### src/hdl/gre_pkg.sv
// Shared types, sizes and helpers for the graph reachability engine.
// Used by gre_ctrl, gre_datapath and graph_reachability_engine; no dependencies.
package gre_pkg;

  localparam int MAX_VERTICES = 64;
  localparam int MAX_DEGREE   = 64;

  localparam int VERT_W  = 7;
  localparam int MODE_W  = 3;
  localparam int MARK_W  = 2;
  localparam int STAT_W  = 2;
  localparam int EDGE_W  = 12;
  localparam int VIDX_W  = $clog2(MAX_VERTICES);
  localparam int DIDX_W  = $clog2(MAX_DEGREE);
  localparam int LEN_W   = $clog2(MAX_DEGREE + 1);
  localparam int SP_W    = $clog2(MAX_VERTICES + 1);
  localparam int ADDR_W  = VIDX_W + DIDX_W;
  localparam int FRAME_W = VERT_W + LEN_W;

  localparam logic [EDGE_W-1:0] EDGE_LIMIT = '1;

  localparam logic [MARK_W-1:0] MARK_UNVISITED  = 2'd0;
  localparam logic [MARK_W-1:0] MARK_INPROGRESS = 2'd1;
  localparam logic [MARK_W-1:0] MARK_ALLDONE    = 2'd2;

  localparam logic [STAT_W-1:0] STAT_OK      = 2'd0;
  localparam logic [STAT_W-1:0] STAT_ILLEGAL = 2'd1;
  localparam logic [STAT_W-1:0] STAT_FULL    = 2'd2;

  localparam logic [VERT_W-1:0] VCOUNT_RESET = 7'd64;

  typedef enum logic [MODE_W-1:0] {
    MODE_ADD   = 3'd0,
    MODE_CLEAR = 3'd1,
    MODE_SET   = 3'd2,
    MODE_READ  = 3'd3,
    MODE_COUNT = 3'd4,
    MODE_PATH  = 3'd5
  } mode_t;

  typedef enum logic [4:0] {
    S_IDLE, S_DECODE, S_ADD_LU, S_ADD_LV, S_ADD_SCAN, S_ADD_CMP, S_ADD_W2,
    S_OK, S_MARK_OUT, S_COUNT_OUT, S_W_LEN, S_W_LENQ, S_W_SCAN, S_W_NB,
    S_W_MARK, S_W_POP
  } state_t;

  typedef enum logic [4:0] {
    DP_NOP, DP_LOAD, DP_RD_LEN_A, DP_RD_LEN_B, DP_CAP_LEN_V, DP_RD_SCAN,
    DP_WRITE_1, DP_WRITE_2, DP_CLEAR_MARKS, DP_SET_MARK, DP_RD_MARK_A,
    DP_WALK_INIT, DP_RD_LEN_X, DP_CAP_LEN_X, DP_RD_NB, DP_RD_MARK_Y,
    DP_PUSH, DP_POP, DP_LOAD_TOP, DP_RES_OK, DP_RES_ILLEGAL, DP_RES_FULL,
    DP_RES_FOUND, DP_RES_MARK, DP_RES_COUNT
  } dp_op_t;

  typedef struct packed {
    logic [MODE_W-1:0] mode;
    logic a_ok;
    logic b_ok;
    logic same;
    logic scan_more;
    logic nb_match;
    logic room;
    logic walk_more;
    logic y_ok;
    logic mark_zero;
    logic y_dst;
    logic stack_full;
    logic sp_last;
  } dp_status_t;

  function automatic logic vertex_ok(input logic [VERT_W-1:0] v,
                                     input logic [VERT_W-1:0] vc);
    logic [VERT_W:0] ord;
    ord = ({1'b0, vc} > (VERT_W+1)'(MAX_VERTICES)) ? (VERT_W+1)'(MAX_VERTICES)
                                                   : {1'b0, vc};
    return (v != '0) && ({1'b0, v} <= ord);
  endfunction

endpackage

### src/hdl/gre_ctrl.sv
// Sequencer for the graph reachability engine: one state machine, one word at a time.
// Depends on gre_pkg; drives gre_datapath through dp_op_t and reads dp_status_t.
module gre_ctrl (
  input  logic                clk,
  input  logic                rst,
  input  logic                start,
  input  gre_pkg::dp_status_t st,
  output gre_pkg::dp_op_t     op,
  output logic                busy
);

  gre_pkg::state_t state, state_next;

  always_ff @(posedge clk) begin
    if (rst) begin
      state <= gre_pkg::S_IDLE;
    end else begin
      state <= state_next;
    end
  end

  assign busy = (state != gre_pkg::S_IDLE);

  always_comb begin
    state_next = state;
    unique case (state)
      gre_pkg::S_IDLE: begin
        if (start) state_next = gre_pkg::S_DECODE;
      end
      gre_pkg::S_DECODE: begin
        unique case (st.mode)
          gre_pkg::MODE_ADD:   state_next = (st.a_ok && st.b_ok) ? gre_pkg::S_ADD_LU
                                                                  : gre_pkg::S_IDLE;
          gre_pkg::MODE_CLEAR: state_next = gre_pkg::S_OK;
          gre_pkg::MODE_SET:   state_next = st.a_ok ? gre_pkg::S_OK : gre_pkg::S_IDLE;
          gre_pkg::MODE_READ:  state_next = st.a_ok ? gre_pkg::S_MARK_OUT : gre_pkg::S_IDLE;
          gre_pkg::MODE_COUNT: state_next = st.a_ok ? gre_pkg::S_COUNT_OUT : gre_pkg::S_IDLE;
          gre_pkg::MODE_PATH:  state_next = (st.a_ok && st.b_ok && !st.same) ?
                                            gre_pkg::S_W_LEN : gre_pkg::S_IDLE;
          default:             state_next = gre_pkg::S_IDLE;
        endcase
      end
      gre_pkg::S_ADD_LU:    state_next = gre_pkg::S_ADD_LV;
      gre_pkg::S_ADD_LV:    state_next = gre_pkg::S_ADD_SCAN;
      gre_pkg::S_ADD_SCAN: begin
        if (st.scan_more)  state_next = gre_pkg::S_ADD_CMP;
        else if (!st.room) state_next = gre_pkg::S_IDLE;
        else               state_next = gre_pkg::S_ADD_W2;
      end
      gre_pkg::S_ADD_CMP:   state_next = st.nb_match ? gre_pkg::S_IDLE : gre_pkg::S_ADD_SCAN;
      gre_pkg::S_ADD_W2:    state_next = gre_pkg::S_OK;
      gre_pkg::S_OK:        state_next = gre_pkg::S_IDLE;
      gre_pkg::S_MARK_OUT:  state_next = gre_pkg::S_IDLE;
      gre_pkg::S_COUNT_OUT: state_next = gre_pkg::S_IDLE;
      gre_pkg::S_W_LEN:     state_next = gre_pkg::S_W_LENQ;
      gre_pkg::S_W_LENQ:    state_next = gre_pkg::S_W_SCAN;
      gre_pkg::S_W_SCAN: begin
        if (st.walk_more)    state_next = gre_pkg::S_W_NB;
        else if (st.sp_last) state_next = gre_pkg::S_OK;
        else                 state_next = gre_pkg::S_W_POP;
      end
      gre_pkg::S_W_NB:      state_next = st.y_ok ? gre_pkg::S_W_MARK : gre_pkg::S_W_SCAN;
      gre_pkg::S_W_MARK: begin
        if (!st.mark_zero)     state_next = gre_pkg::S_W_SCAN;
        else if (st.y_dst)     state_next = gre_pkg::S_IDLE;
        else if (st.stack_full) state_next = gre_pkg::S_W_SCAN;
        else                   state_next = gre_pkg::S_W_LEN;
      end
      gre_pkg::S_W_POP:     state_next = gre_pkg::S_W_LEN;
      default:              state_next = gre_pkg::S_IDLE;
    endcase
  end

  always_comb begin
    op = gre_pkg::DP_NOP;
    unique case (state)
      gre_pkg::S_IDLE: begin
        if (start) op = gre_pkg::DP_LOAD;
      end
      gre_pkg::S_DECODE: begin
        unique case (st.mode)
          gre_pkg::MODE_ADD:   op = (st.a_ok && st.b_ok) ? gre_pkg::DP_RD_LEN_A
                                                          : gre_pkg::DP_RES_ILLEGAL;
          gre_pkg::MODE_CLEAR: op = gre_pkg::DP_CLEAR_MARKS;
          gre_pkg::MODE_SET:   op = st.a_ok ? gre_pkg::DP_SET_MARK : gre_pkg::DP_RES_ILLEGAL;
          gre_pkg::MODE_READ:  op = st.a_ok ? gre_pkg::DP_RD_MARK_A : gre_pkg::DP_RES_ILLEGAL;
          gre_pkg::MODE_COUNT: op = st.a_ok ? gre_pkg::DP_RD_LEN_A : gre_pkg::DP_RES_ILLEGAL;
          gre_pkg::MODE_PATH: begin
            if (!(st.a_ok && st.b_ok)) op = gre_pkg::DP_RES_ILLEGAL;
            else if (st.same)          op = gre_pkg::DP_RES_FOUND;
            else                       op = gre_pkg::DP_WALK_INIT;
          end
          default:             op = gre_pkg::DP_RES_OK;
        endcase
      end
      gre_pkg::S_ADD_LU:    op = gre_pkg::DP_RD_LEN_B;
      gre_pkg::S_ADD_LV:    op = gre_pkg::DP_CAP_LEN_V;
      gre_pkg::S_ADD_SCAN: begin
        if (st.scan_more)  op = gre_pkg::DP_RD_SCAN;
        else if (!st.room) op = gre_pkg::DP_RES_FULL;
        else               op = gre_pkg::DP_WRITE_1;
      end
      gre_pkg::S_ADD_CMP:   op = st.nb_match ? gre_pkg::DP_RES_OK : gre_pkg::DP_NOP;
      gre_pkg::S_ADD_W2:    op = gre_pkg::DP_WRITE_2;
      gre_pkg::S_OK:        op = gre_pkg::DP_RES_OK;
      gre_pkg::S_MARK_OUT:  op = gre_pkg::DP_RES_MARK;
      gre_pkg::S_COUNT_OUT: op = gre_pkg::DP_RES_COUNT;
      gre_pkg::S_W_LEN:     op = gre_pkg::DP_RD_LEN_X;
      gre_pkg::S_W_LENQ:    op = gre_pkg::DP_CAP_LEN_X;
      gre_pkg::S_W_SCAN:    op = st.walk_more ? gre_pkg::DP_RD_NB : gre_pkg::DP_POP;
      gre_pkg::S_W_NB:      op = st.y_ok ? gre_pkg::DP_RD_MARK_Y : gre_pkg::DP_NOP;
      gre_pkg::S_W_MARK: begin
        if (!st.mark_zero)      op = gre_pkg::DP_NOP;
        else if (st.y_dst)      op = gre_pkg::DP_RES_FOUND;
        else if (st.stack_full) op = gre_pkg::DP_NOP;
        else                    op = gre_pkg::DP_PUSH;
      end
      gre_pkg::S_W_POP:     op = gre_pkg::DP_LOAD_TOP;
      default:              op = gre_pkg::DP_NOP;
    endcase
  end

endmodule

### config.mk
export PLATFORM = sky130hd
export DESIGN_NAME = gre_ctrl
export DESIGN_NICKNAME = d
export VERILOG_FILES = /design/src/hdl/gre_pkg.sv /design/src/hdl/gre_ctrl.sv
export SDC_FILE = /design/constraint.sdc
export NUM_CORES = 1
export LEC_CHECK = 0
export BUFFER_PORTS_ARGS = -buffer_cell sky130_fd_sc_hd__buf_2
export CORE_ASPECT_RATIO = 0.9
export CORE_MARGIN = 2
export CORE_UTILIZATION = 51
export CTS_CLUSTER_DIAMETER = 100
export DETAILED_ROUTE_END_ITERATION = 16
export GPL_TIMING_DRIVEN = 1
export PLACE_DENSITY = 0.78
export SYNTH_ARGS = -nofsm -noshare
export SYNTH_HDL_FRONTEND = slang
export SYNTH_SLANG_ARGS = --single-unit
### constraint.sdc
create_clock -name clk -period 1.6 [get_ports clk]
set_input_delay 0.08 -clock clk [delete_from_list [all_inputs] [get_ports clk]]
set_output_delay 0.08 -clock clk [all_outputs]
set_load 0.02 [all_outputs]
---- Yosys cells after proc, flatten, opt, wreduce, memory -nomap -nowiden ----
Cells that the tools add are included.
cells by class
  equality and inequality tests ........... 21
  multiplexer cells ....................... 34
  reductions and logical operators ........ 6
operator list
  cell                                           number
  case mux 5 bit (16 select lines)               1
  two-way mux 5 bit                              14
  case mux 5 bit (13 select lines)               1
  == test 5 x 4 -> 1 bit, second input constant  8
  two-way mux 4 bit                              8
  case mux 5 bit (6 select lines)                1
  case mux 4 bit (6 select lines)                1
  == test 5 x 3 -> 1 bit, second input constant  4
  two-way mux 3 bit                              5
  == test 5 x 2 -> 1 bit, second input constant  2
  == test 3 x 2 -> 1 bit, second input constant  2
  == test 3 bit, second input constant           2
  == test 5 x 1 -> 1 bit, second input constant  1
  zero test 5 bit                                1
  nonzero test 5 bit                             1
  two-way mux 2 bit                              2
  == test 3 x 1 -> 1 bit, second input constant  1
  zero test 3 bit                                1
  logical AND 1 bit                              2
  != test 2 bit, second input constant           1
  zero test 1 bit                                1
  two-way mux 1 bit                              1
storage, ports and cells
  flip-flop bits (word level) ............. 5
  input bits .............................. 18
  output and inout bits ................... 6
  logic and storage cells ................. 62

---- Depth between registers and ports, before layout ----
Gate-level depths: netlist of the first run.
  depth in word-level cells ............... 5
  gate-level depth with buffers ........... 6
  gate-level depth less buffers ........... 5

---- Least setup slack after synthesis of the first run ----
No wires, ideal clock.
  path kind ............................... flip-flop to output port
  start point ............................. reg state[2]
  end point ............................... out op[2]
  arrival ................................. 1.291 ns
  required time ........................... 1.520 ns
  path slack .............................. 0.229 ns
  cell stages (with the launch flop) ...... 6
  path buffers ............................ 2
  cells stage by stage .................... dfxtp_1 -> buf_4 -> buf_2 -> xor2_1 -> o21ai_0 -> o22ai_1
between the ends
  word-level cells in the longest chain between the ends .. 2
  elaborated cells on any way between the ends .. 17
  classes of those cells .................. eq/ne (15); mux (1); reduce/logical (1)
ends and longest elaborated chain
  element                                               line            RTL
  start: declaration                                    gre_ctrl.sv:12  gre_pkg::state_t state, state_next;
  start signal: assignment                              gre_ctrl.sv:16  state <= gre_pkg::S_IDLE;
  start signal: assignment                              gre_ctrl.sv:18  state <= state_next;
  == test 5 x 4 -> 1 bit, or another cell as far along  gre_ctrl.sv:76  unique case (state)
  case mux 5 bit (16 select lines) *                    gre_ctrl.sv:76
  end: declaration                                      gre_ctrl.sv:8   output gre_pkg::dp_op_t op,
Mark *: on every way between the ends. The rest lies on a longest branch, timed or not.

---- Worst setup path in the final report of the first run ----
  start point ............................. reg state[1]
  end point ............................... out op[0]
The elaborated chain is that of the path after synthesis.

==> out/qor.yml, run 1 <==
status:
  status: "finished with violations"
  violations: "negative setup slack"
setup_path:
  worst_setup_path_start_kind: "flip-flop"
  crit-reg2reg-launch: "state[2]$_SDFFE_PP0P_"
  crit_arrival_ps: 1580
  crit_chain: "and2b_2, o21ai_1, o31ai_1, a221oi_2, o21ai_1, buf_4"
  cp.required_ps: 1520
  rr_worst_depth: 7
  cp_common_cell: "o21ai_1"
  worst_path_largest_cell_delay_ps: 370
  crit_fanout: 8
  r2r_end: "state[3]$_SDFFE_PP0P_"
  ff2ff_setup_slack_ps: 120
  end_kind: "output port"
  crit_type: "flip-flop to output port"
  cp_slowest_cell: "dfxtp_4"
clock_tree:
  root_buffer: "clkbuf_4"
  clockBufferDepth: 2
  clk_pin_slew_ps: 40
  cts_max_level: 1
  cts_hold_buf: 0
  worstSkewPairLatency_ps: 230
  cts_made_buffers: 3
  numClockSinks: 4
  cts_tree: "built"
global_routing:
  grt.busiest_layer: "met2"
  antenna_found_initial: 0
  grt-ovfl-total: 0
  grtUsageMet1_pct: 37.0
  grt_use_met2_pct: 46.8
  grt_pass1_vias: 1009
  grt_first_pass_wirelength_mm: 4.20
  gr-usage-met3_pct: 4.26
  grt_usage_pct: 28.6
  grt_max_degree: 14
logic_synthesis:
  synthFlopType: "dfxtp_1"
  synth.distinct_cells: 45
  synth_warnings: 0
  synth_edf_count: 0
  async_flop_share_pct: 0
  synth_cells: 132
  yosysTopAreaCell: "dfxtp_1"
  synth_area_leaders: "dfxtp_1 (9.4%), o21ai_0 (6.5%), nand2_1 (6.2%)"
  syn-num-nets: 150
  synth_top_area_share_pct: 9.43
  avgSynthCellArea_um2: 6.44
  synth_seq_area_share_pct: 9.43
  synth_seq_cells: 4
  mappedNetlistArea_um2: 850
placed_design:
  placed_area_um2: 1050
  portBuffers: 23
  placed_cells: 183
  dp_hpwl_mm: 2.05
  place_congestion: 0.928
hold_path:
  hold_depth: 3
  worstHoldStart: "st[11]"
  hp-class: "input port to flip-flop"
  min_to: "state[3]$_SDFFE_PP0P_"
timing:
  worst_slack_ps: -59.0
  fin_crit_ps: 1660
  fin_skew_ps: 1.09
  fin_hold_ws_ps: 204
  setup_viol: 3
  worst_slew_pin_slew_ps: 358
  slew_viol_final: 0
  final_hold_viol_count: 0
  period_share_pct: 104
  fmax_mhz: 603
  rsz0062_at_grt: "true"
  slew_headroom_pct: 75.7
cells_and_area:
  stdcell_count: 192
  final_area_um2: 1170
  fin_nets: 190
  drive_above_1_share_pct: 35.9
  n_antenna_cell: 0
  largest-register: "state"
  area_growth_pct: 37.7
  reg_top3: "state: 4 flops"
  largest_register_ffs: 4
floorplanning:
  core_area_um2: 1500
  initial_core_util_pct: 56.8
  chipHeight_um: 42.7
  ios: 24
  dieArea_um2: 2010
  rows: 13
  dieWidth_um: 47.0
routing:
  via_per_inst: 6.05
  ant_nets: 0
  first_pass_iters: 4
  vias: 1162
  first_iter_violations: 62
  wirelength_mm: 2.76
  wire_per_inst_um: 14.4
  drc: 0
power_and_ir_drop:
  power.total_uw: 532
  power.leakage_nw: 0.517
  comb_power_share_pct: 55.6
  cellInternalPower_uw: 320
  p_clk_share_pct: 22.4
  power_density_nw_per_um2: 455
  swShare_pct: 39.9
  pwr-share-seq_pct: 22.0
  p_switching_uw: 213
  peakVddDrop_mv: 0.317
job:
  cap_violations: 0
## metrics by stage
| step | worst slack, ps | TNS [ps] | utilization, % |
|---|---|---|---|
| global placement | 79.1 | 0 | 70.1 |
| global route | -138 | -332 | 78.2 |
| floorplan | 229 | 0 | - |
| detailed placement | 47.8 | 0 | 70.1 |
| finish | -59.0 | -83.2 | 78.2 |
| CTS | -40.6 | -84.4 | 76.8 |
## layout make-up
class / count / area, um^2
Clock buffer: 3 / 22.5
Fill cell: 119 / 327
Inverter: 4 / 17.5
Multi-Input combinational cell: 113 / 689
Sequential cell: 4 / 92.6
Tap cell: 22 / 27.5
Timing Repair Buffer: 46 / 320
## power groups by stage
stage | registers (mW) | logic [mW] | clock network (mW)
2_1_floorplan | 0.111 | 0.181 | 0
3_3_place_gp | 0.119 | 0.265 | 0
3_5_place_dp | 0.119 | 0.269 | 0
4_1_cts | 0.118 | 0.283 | 0.127
5_1_grt | 0.118 | 0.319 | 0.132
6_report | 0.117 | 0.296 | 0.119
## per-layer routing
layer,part of all wire (%),wire length [um],vias to the layer above
met5,0,0,-
met4,1.4,39,0
met3,8.1,224,6
met2,49,1350,70
met1,42,1150,506
li1,-,-,580
## critical path: cells and delay by family (launching register included)
family / cells / cell delay [ps]
AO/OA/AOI/OAI: 4 / 580
buffers and inverters: 1 / 160
flip-flops: 1 / 370
AND/OR/NAND/NOR: 1 / 240
## cell usage after synthesis, drive strengths merged, types with 2 or more instances
master,instances
nand2,15
and2b,2
buf,11
nor4,2
nor2b,4
a211oi,2
nor3,4
inv,4
o31ai,3
nor3b,3
nand3,4
o221ai,2
nand3b,2
nor2,13
a21oi,10
o22ai,4
o21ai,13
nand2b,5
nand4,2
a31oi,4
a21boi,4
dfxtp,4
## what timing repair did
action                     in CTS  in global routing
gates cloned                    0                  0
setup endpoints to repair       5                  6
setup buffers                   5                  1
pin swaps                       3                  0
gates resized for setup        12                  7
## logic make-up after synthesis
family,after synthesis,share of synthesized area [%]
buf+inv,15,10.2
compound gates,50,38.7
xor+xnor,1,1.03
flops,4,9.43
mux,1,1.18
simple gates,61,39.5
## worst max path at each step
stage	startpoint	endpoint	slack [ps]	cells past startpoint
floorplan	state[2]$_SDFFE_PP0P_	op[2]	230	5
global placement	state[1]$_SDFFE_PP0P_	op[3]	80	6
detailed placement	state[1]$_SDFFE_PP0P_	op[4]	50	6
CTS	state[2]$_SDFFE_PP0P_	op[0]	-40	7
global route	state[1]$_SDFFE_PP0P_	op[0]	-140	6
finish	state[1]$_SDFFE_PP0P_	op[0]	-60	6
## cell usage in the layout, fill, tap and decap left out, types with 3 or more instances in the layout
master,instances
nor3b_1,3
a21boi_0,4
clkbuf_4,3
a21oi_1,9
nor3_1,4
buf_4,21
nor2b_1,4
inv_1,3
o22ai_1,4
o31ai_1,3
nand2_1,13
buf_2,21
o21ai_0,8
nand3_1,4
nor2_1,12
dfxtp_4,3
o21ai_1,5
nand2b_1,5
a31oi_1,4
(Power assumes the default switching activity.)
==> run 2: changes to the inputs <==
--- a/config.mk
+++ b/config.mk
@@ -12,7 +12,9 @@
 export CTS_CLUSTER_DIAMETER = 100
 export DETAILED_ROUTE_END_ITERATION = 16
 export GPL_TIMING_DRIVEN = 1
+export MAX_ROUTING_LAYER = met4
 export PLACE_DENSITY = 0.78
+export SETUP_SLACK_MARGIN = 0.02
 export SYNTH_ARGS = -nofsm -noshare
 export SYNTH_HDL_FRONTEND = slang
 export SYNTH_SLANG_ARGS = --single-unit
==> out/qor.yml, run 2 (synthesized netlist as in run 1, its figures left out) <==
status:
  status: "finished with violations"  # unchanged
  violations: "negative setup slack"  # unchanged
timing:
  setup_viol: 4  # was 3
  fin_skew_ps: 1.09  # unchanged
  fmax_mhz: 587  # was 603 MHz
  tns_ps: -240  # was -83.2 ps
  period_share_pct: 107  # was 104%
  slew_headroom_pct: 73.1  # was 75.7%
  fin_hold_ws_ps: 210  # was 204 ps
  rsz0062_at_grt: "true"  # unchanged
  fin_crit_ps: 1700  # was 1660 ps
  worst_slew_pin_slew_ps: 400  # was 358 ps
  worst_slack_ps: -104  # was -59.0 ps
  slew_viol_final: 0  # unchanged
  final_hold_viol_count: 0  # unchanged
global_routing:
  grt_max_degree: 14  # unchanged
  grt-ovfl-total: 0  # unchanged
  grt_pass1_vias: 1047  # was 1009
  grt_first_pass_wirelength_mm: 4.53  # was 4.20 mm
  grt_usage_pct: 31.8  # was 28.6%
  antenna_found_initial: 0  # unchanged
setup_path:
  crit_fanout: 8  # unchanged
  worst_setup_path_start_kind: "flip-flop"  # unchanged
  crit_arrival_ps: 1620  # was 1580 ps
  cpLargestDelayFamily: "compound AO/OA/AOI/OAI gates"  # unchanged
  worst_path_largest_cell_delay_ps: 380  # was 370 ps
  cp_slowest_cell: "dfxtp_4"  # unchanged
  crit_chain: "and2b_2, o21ai_2, o31ai_2, a221oi_2, o21ai_1, buf_4"  # was and2b_2, o21ai_1, o31ai_1, a221oi_2, o21ai_1, buf_4
  worst-path-buf-inv: 1  # unchanged
  crit_type: "flip-flop to output port"  # unchanged
  ff2ff_setup_slack_ps: 70  # was 120 ps
  r2r_end: "state[3]$_SDFFE_PP0P_"  # unchanged
  end_kind: "output port"  # unchanged
  cp.required_ps: 1520  # about the same
  rr_worst_depth: 7  # unchanged
  crit-reg2reg-launch: "state[2]$_SDFFE_PP0P_"  # unchanged
clock_tree:
  clockBufferDepth: 2  # unchanged
  root_buffer: "clkbuf_4"  # unchanged
  cts_hold_buf: 0  # unchanged
  cts_tree: "built"  # unchanged
  worstSkewPairLatency_ps: 230  # about the same
  numClockSinks: 4  # unchanged
  cts_made_buffers: 3  # unchanged
  cts_max_level: 1  # unchanged
  clk_pin_slew_ps: 40  # about the same
hold_path:
  hp-class: "input port to flip-flop"  # unchanged
  min_to: "state[0]$_SDFFE_PP0P_"  # was state[3]$_SDFFE_PP0P_
  hold_depth: 4  # was 3
  worstHoldStart: "rst"  # was st[11]
floorplanning:
  chipHeight_um: 42.7  # unchanged
  dieWidth_um: 47.0  # unchanged
  ios: 24  # unchanged
  rows: 13  # unchanged
  core_area_um2: 1500  # unchanged
  dieArea_um2: 2010  # unchanged
  initial_core_util_pct: 56.8  # unchanged
cells_and_area:
  area_growth_pct: 44.0  # was 37.7%
  final_common_cell: "buf_4"
  stdcell_count: 195  # was 192
  reg_top3: "state: 4 flops"  # unchanged
  drive_above_1_share_pct: 39.3  # was 35.9%
  layout_common_cells: "buf_4 (23), buf_2 (19), nor2_1 (12), nand2_1 (12), a21oi_1 (8)"  # was buf_2 (21), buf_4 (21), nand2_1 (13)
  largest_register_ffs: 4  # unchanged
  fin_nets: 193  # was 190
  largest-register: "state"  # unchanged
  fin_util_pct: 81.8  # was 78.2%
  n_antenna_cell: 0  # unchanged
power_and_ir_drop:
  peakVddDrop_mv: 0.328  # was 0.317 mV
  power.leakage_nw: 0.538  # was 0.517 nW
  power_density_nw_per_um2: 453  # was 455 nW/um^2
placed_design:
  portBuffers: 23  # unchanged
  placed_cells: 183  # unchanged
  dp_hpwl_mm: 2.05  # unchanged
  place_congestion: 0.944  # was 0.928
routing:
  via_per_inst: 6.59  # was 6.05
  wirelength_mm: 3.20  # was 2.76 mm
  ant_nets: 0  # unchanged
  wire_per_inst_um: 16.4  # was 14.4 um
  first_iter_violations: 96  # was 62
  vias: 1285  # was 1162
  drc: 0  # unchanged
  first_pass_iters: 5  # was 4
job:
  cap_violations: 0  # unchanged
-- run 2: cell types whose count changed in the layout (fill, tap and decap cells not counted), sizes merged --
cell  previous run  this run
buf             46        49
-- run 2: stage by stage --
stage / power (mW) / instance area (um^2) / setup slack [ps]
6_report: 0.554 / 1220 / -104
5_1_grt: 0.586 / 1220 / -122
2_1_floorplan: 0.292 / 850 / 229
4_1_cts: 0.531 / 1170 / -37.0
3_3_place_gp: 0.384 / 1050 / 79.1
3_5_place_dp: 0.388 / 1050 / 47.8
-- run 2: routing by layer --
layer / up-vias / global-route usage (%) / routed length, um
li1: 587 / - / -
met1: 575 / 40.8 / 1240
met2: 103 / 47.9 / 1450
met3: 20 / 5.11 / 363
met4: 0 / 14.4 / 142
met5: - / - / 0
-- run 2: worst max path at each step --
| stage | from | cells past startpoint | end | slack [ps] |
|---|---|---|---|---|
| floorplan | state[2]$_SDFFE_PP0P_ | 5 | op[2] | 230 |
| global placement | state[1]$_SDFFE_PP0P_ | 6 | op[3] | 80 |
| detailed placement | state[1]$_SDFFE_PP0P_ | 6 | op[4] | 50 |
| CTS | state[2]$_SDFFE_PP0P_ | 7 | op[0] | -40 |
| global route | state[1]$_SDFFE_PP0P_ | 6 | op[0] | -120 |
| finish | state[1]$_SDFFE_PP0P_ | 6 | op[0] | -100 |
-- run 2: timing repair --
action | CTS | global route
gates resized for setup | 15 | 14
setup buffers | 7 | 2
endpoints found under the setup margin | 5 | 6
pin swaps | 4 | 3
-- run 2: final cells by class --
class,count,area [um^2]
Fill cell,103,273
Timing Repair Buffer,49,359
Inverter,4,17.5
Multi-Input combinational cell,113,704
Tap cell,22,27.5
Sequential cell,4,92.6
Clock buffer,3,22.5
-- run 2: where the power goes --
group	internal [mW]	switching (mW)
clock network	0.0835	0.0357
logic	0.141	0.175
registers	0.104	0.0158
total	0.328	0.226
-- run 2: worst min-delay path: cells and delay by family --
kind | cells | cell delay, ps
AO/OA/AOI/OAI | 2 | 90
buffers and inverters | 1 | 80
AND/OR/NAND/NOR | 1 | 140
==> run 3: changes to the inputs <==
--- a/config.mk
+++ b/config.mk
@@ -8,12 +8,11 @@
 export BUFFER_PORTS_ARGS = -buffer_cell sky130_fd_sc_hd__buf_2
 export CORE_ASPECT_RATIO = 0.9
 export CORE_MARGIN = 2
-export CORE_UTILIZATION = 51
-export CTS_CLUSTER_DIAMETER = 100
+export CORE_UTILIZATION = 55
 export DETAILED_ROUTE_END_ITERATION = 16
 export GPL_TIMING_DRIVEN = 1
 export MAX_ROUTING_LAYER = met4
-export PLACE_DENSITY = 0.78
+export PLACE_DENSITY = 0.84
 export SETUP_SLACK_MARGIN = 0.02
 export SYNTH_ARGS = -nofsm -noshare
 export SYNTH_HDL_FRONTEND = slang
==> constraint.sdc (replaced) <==
create_clock -name clk -period 2 [get_ports clk]
set_input_delay 0.1 -clock clk [delete_from_list [all_inputs] [get_ports clk]]
set_output_delay 0.1 -clock clk [all_outputs]
set_load 0.02 [all_outputs]
==> out/qor.yml, run 3 (synthesized netlist as in run 1, its figures left out) <==
floorplanning:
  rows: 13  # unchanged
  core_area_um2: 1450  # was 1500 um^2
  dieArea_um2: 1880  # was 2010 um^2
  chipHeight_um: 41.3  # was 42.7 um
  initial_core_util_pct: 58.7  # was 56.8%
  ios: 24  # unchanged
  dieWidth_um: 45.4  # was 47.0 um
global_routing:
  grt_usage_pct: 29.2  # was 31.8%
  antenna_found_initial: 0  # unchanged
  grt_pass1_vias: 895  # was 1047
  grt_first_pass_wirelength_mm: 3.75  # was 4.53 mm
  grt_max_degree: 24  # was 14
  grt-ovfl-total: 0  # unchanged
timing:
  slew_viol_final: 0  # unchanged
  final_hold_viol_count: 0  # unchanged
  fin_skew_ps: 15.1  # was 1.09 ps
  period_share_pct: 91.9
  fmax_mhz: 544
  worst_slew_pin_slew_ps: 432  # was 400 ps
  rsz0062_at_grt: "false"  # was true
  slew_headroom_pct: 71.1  # was 73.1%
  tns_ps: 0  # was -240 ps
  setup_viol: 0  # was 4
  fin_crit_ps: 1840
power_and_ir_drop:
  power.total_uw: 401  # was 554 uW
  peakVddDrop_mv: 0.333  # was 0.328 mV
  power_density_nw_per_um2: 411  # was 453 nW/um^2
  power.leakage_nw: 0.414  # was 0.538 nW
clock_tree:
  clockBufferDepth: 2  # unchanged
  numClockSinks: 4  # unchanged
  cts_max_level: 1  # unchanged
  post_cts.repair.setup_buffers: 0  # was 7
  cts_tree: "built"  # unchanged
  root_buffer: "clkbuf_4"  # unchanged
  cts_hold_buf: 0  # unchanged
  cts_made_buffers: 3  # unchanged
  worstSkewPairLatency_ps: 250  # was 230 ps
  clk_pin_slew_ps: 50  # was 40 ps
job:
  cap_violations: 0  # unchanged
cells_and_area:
  n_antenna_cell: 0  # unchanged
  largest_register_ffs: 4  # unchanged
  largest-register: "state"  # unchanged
  fin_nets: 172  # was 193
  final_common_cell: "buf_2"  # was buf_4
  layout_common_cells: "buf_2 (23), nand2_1 (14), nor2_1 (12)"  # was buf_4 (23), buf_2 (19), nor2_1 (12), nand2_1 (12), a21oi_1 (8)
  area_growth_pct: 14.7  # was 44.0%
  drive_above_1_share_pct: 25.7  # was 39.3%
  nFillCells: 126  # was 103
  reg_top3: "state: 4 flops"  # unchanged
setup_path:
  rr_worst_depth: 6  # was 7
  worst_setup_path_start_kind: "flip-flop"  # unchanged
  crit_fanout: 9  # was 8
  end_kind: "output port"  # unchanged
  crit_arrival_ps: 1740  # was 1620 ps
  crit_type: "flip-flop to output port"  # unchanged
  ff2ff_setup_slack_ps: 450  # was 70 ps
  cp.required_ps: 1900  # was 1520 ps
routing:
  first_iter_violations: 76  # was 96
  drc: 0  # unchanged
  wire_per_inst_um: 15.2  # was 16.4 um
  ant_nets: 0  # unchanged
  first_pass_iters: 4  # was 5
  wirelength_mm: 2.54  # was 3.20 mm
  via_per_inst: 6.72  # was 6.59
  vias: 1123  # was 1285
placed_design:
  dp_hpwl_mm: 1.91  # was 2.05 mm
  place_congestion: 0.928  # was 0.944
  portBuffers: 23  # unchanged
hold_path:
  hp-class: "input port to flip-flop"  # unchanged
  hold_depth: 3  # was 4
status:
  status: "completed"  # was finished with violations
[run 3: changes by cell type in the layout (fill, tap and decap cells not counted), sizes merged]
cell	before	now
buf	49	28
[run 3: area by class of cell]
cell class                      count  area [um^2]  area share [%]
Multi-Input combinational cell    113          683            70.1
Inverter                            4         15.0            1.54
Timing Repair Buffer               28          153            15.7
Sequential cell                     4         82.6            8.47
Clock buffer                        3         22.5            2.31
Tap cell                           15         18.8            1.93
[run 3: final timing paths]
kind | from | end
min | st[11] | state[3]$_SDFFE_PP0P_
max reg2reg | state[1]$_SDFFE_PP0P_ | state[0]$_SDFFE_PP0P_
min reg2reg | state[0]$_SDFFE_PP0P_ | state[2]$_SDFFE_PP0P_
max | state[1]$_SDFFE_PP0P_ | op[3]
[run 3: through the flow]
step | instance area [um^2] | cells | hold WS (ps) | util, % | setup WS (ps)
4_1_cts | 972 | 167 | 168 | 67.2 | 46.3
3_5_place_dp | 950 | 164 | 428 | 65.6 | 297
6_report | 975 | 167 | 185 | 67.3 | 162
2_1_floorplan | 850 | 132 | 248 | - | 609
5_1_grt | 975 | 167 | 198 | 67.3 | 68.9
3_3_place_gp | 950 | 164 | 420 | 65.6 | 345
[run 3: worst max-delay path, stage by stage, from the launching register on]
cell and delay [ps]:
dfxtp_1 490, inv_2 130, nand2_4 100, nor2_1 40, a221o_1 360, a32o_1 200
buf_2 150
[run 3: repair_timing]
item / 4_1_cts / 5_1_grt
hold endpoints to repair: 0 / 0
endpoints found under the setup margin: 0 / 5
gates resized for setup: 0 / 2
[run 3: layer usage]
| metal | GRT usage (%) | share of wire, % | vias to the layer above |
|---|---|---|---|
| met4 | 11.8 | 1.2 | 0 |
| met5 | - | 0 | - |
| met3 | 4.85 | 9.0 | 7 |
| met2 | 44.4 | 45 | 49 |
| li1 | - | - | 540 |
| met1 | 38.4 | 44 | 527 |
[run 3: power breakdown]
part           switching, mW  total [mW]  leakage, nW  internal, mW
combinational          0.115       0.192        0.367        0.0773
clock                 0.0406       0.108       0.0138        0.0676
sequential            0.0159       0.100       0.0333        0.0846
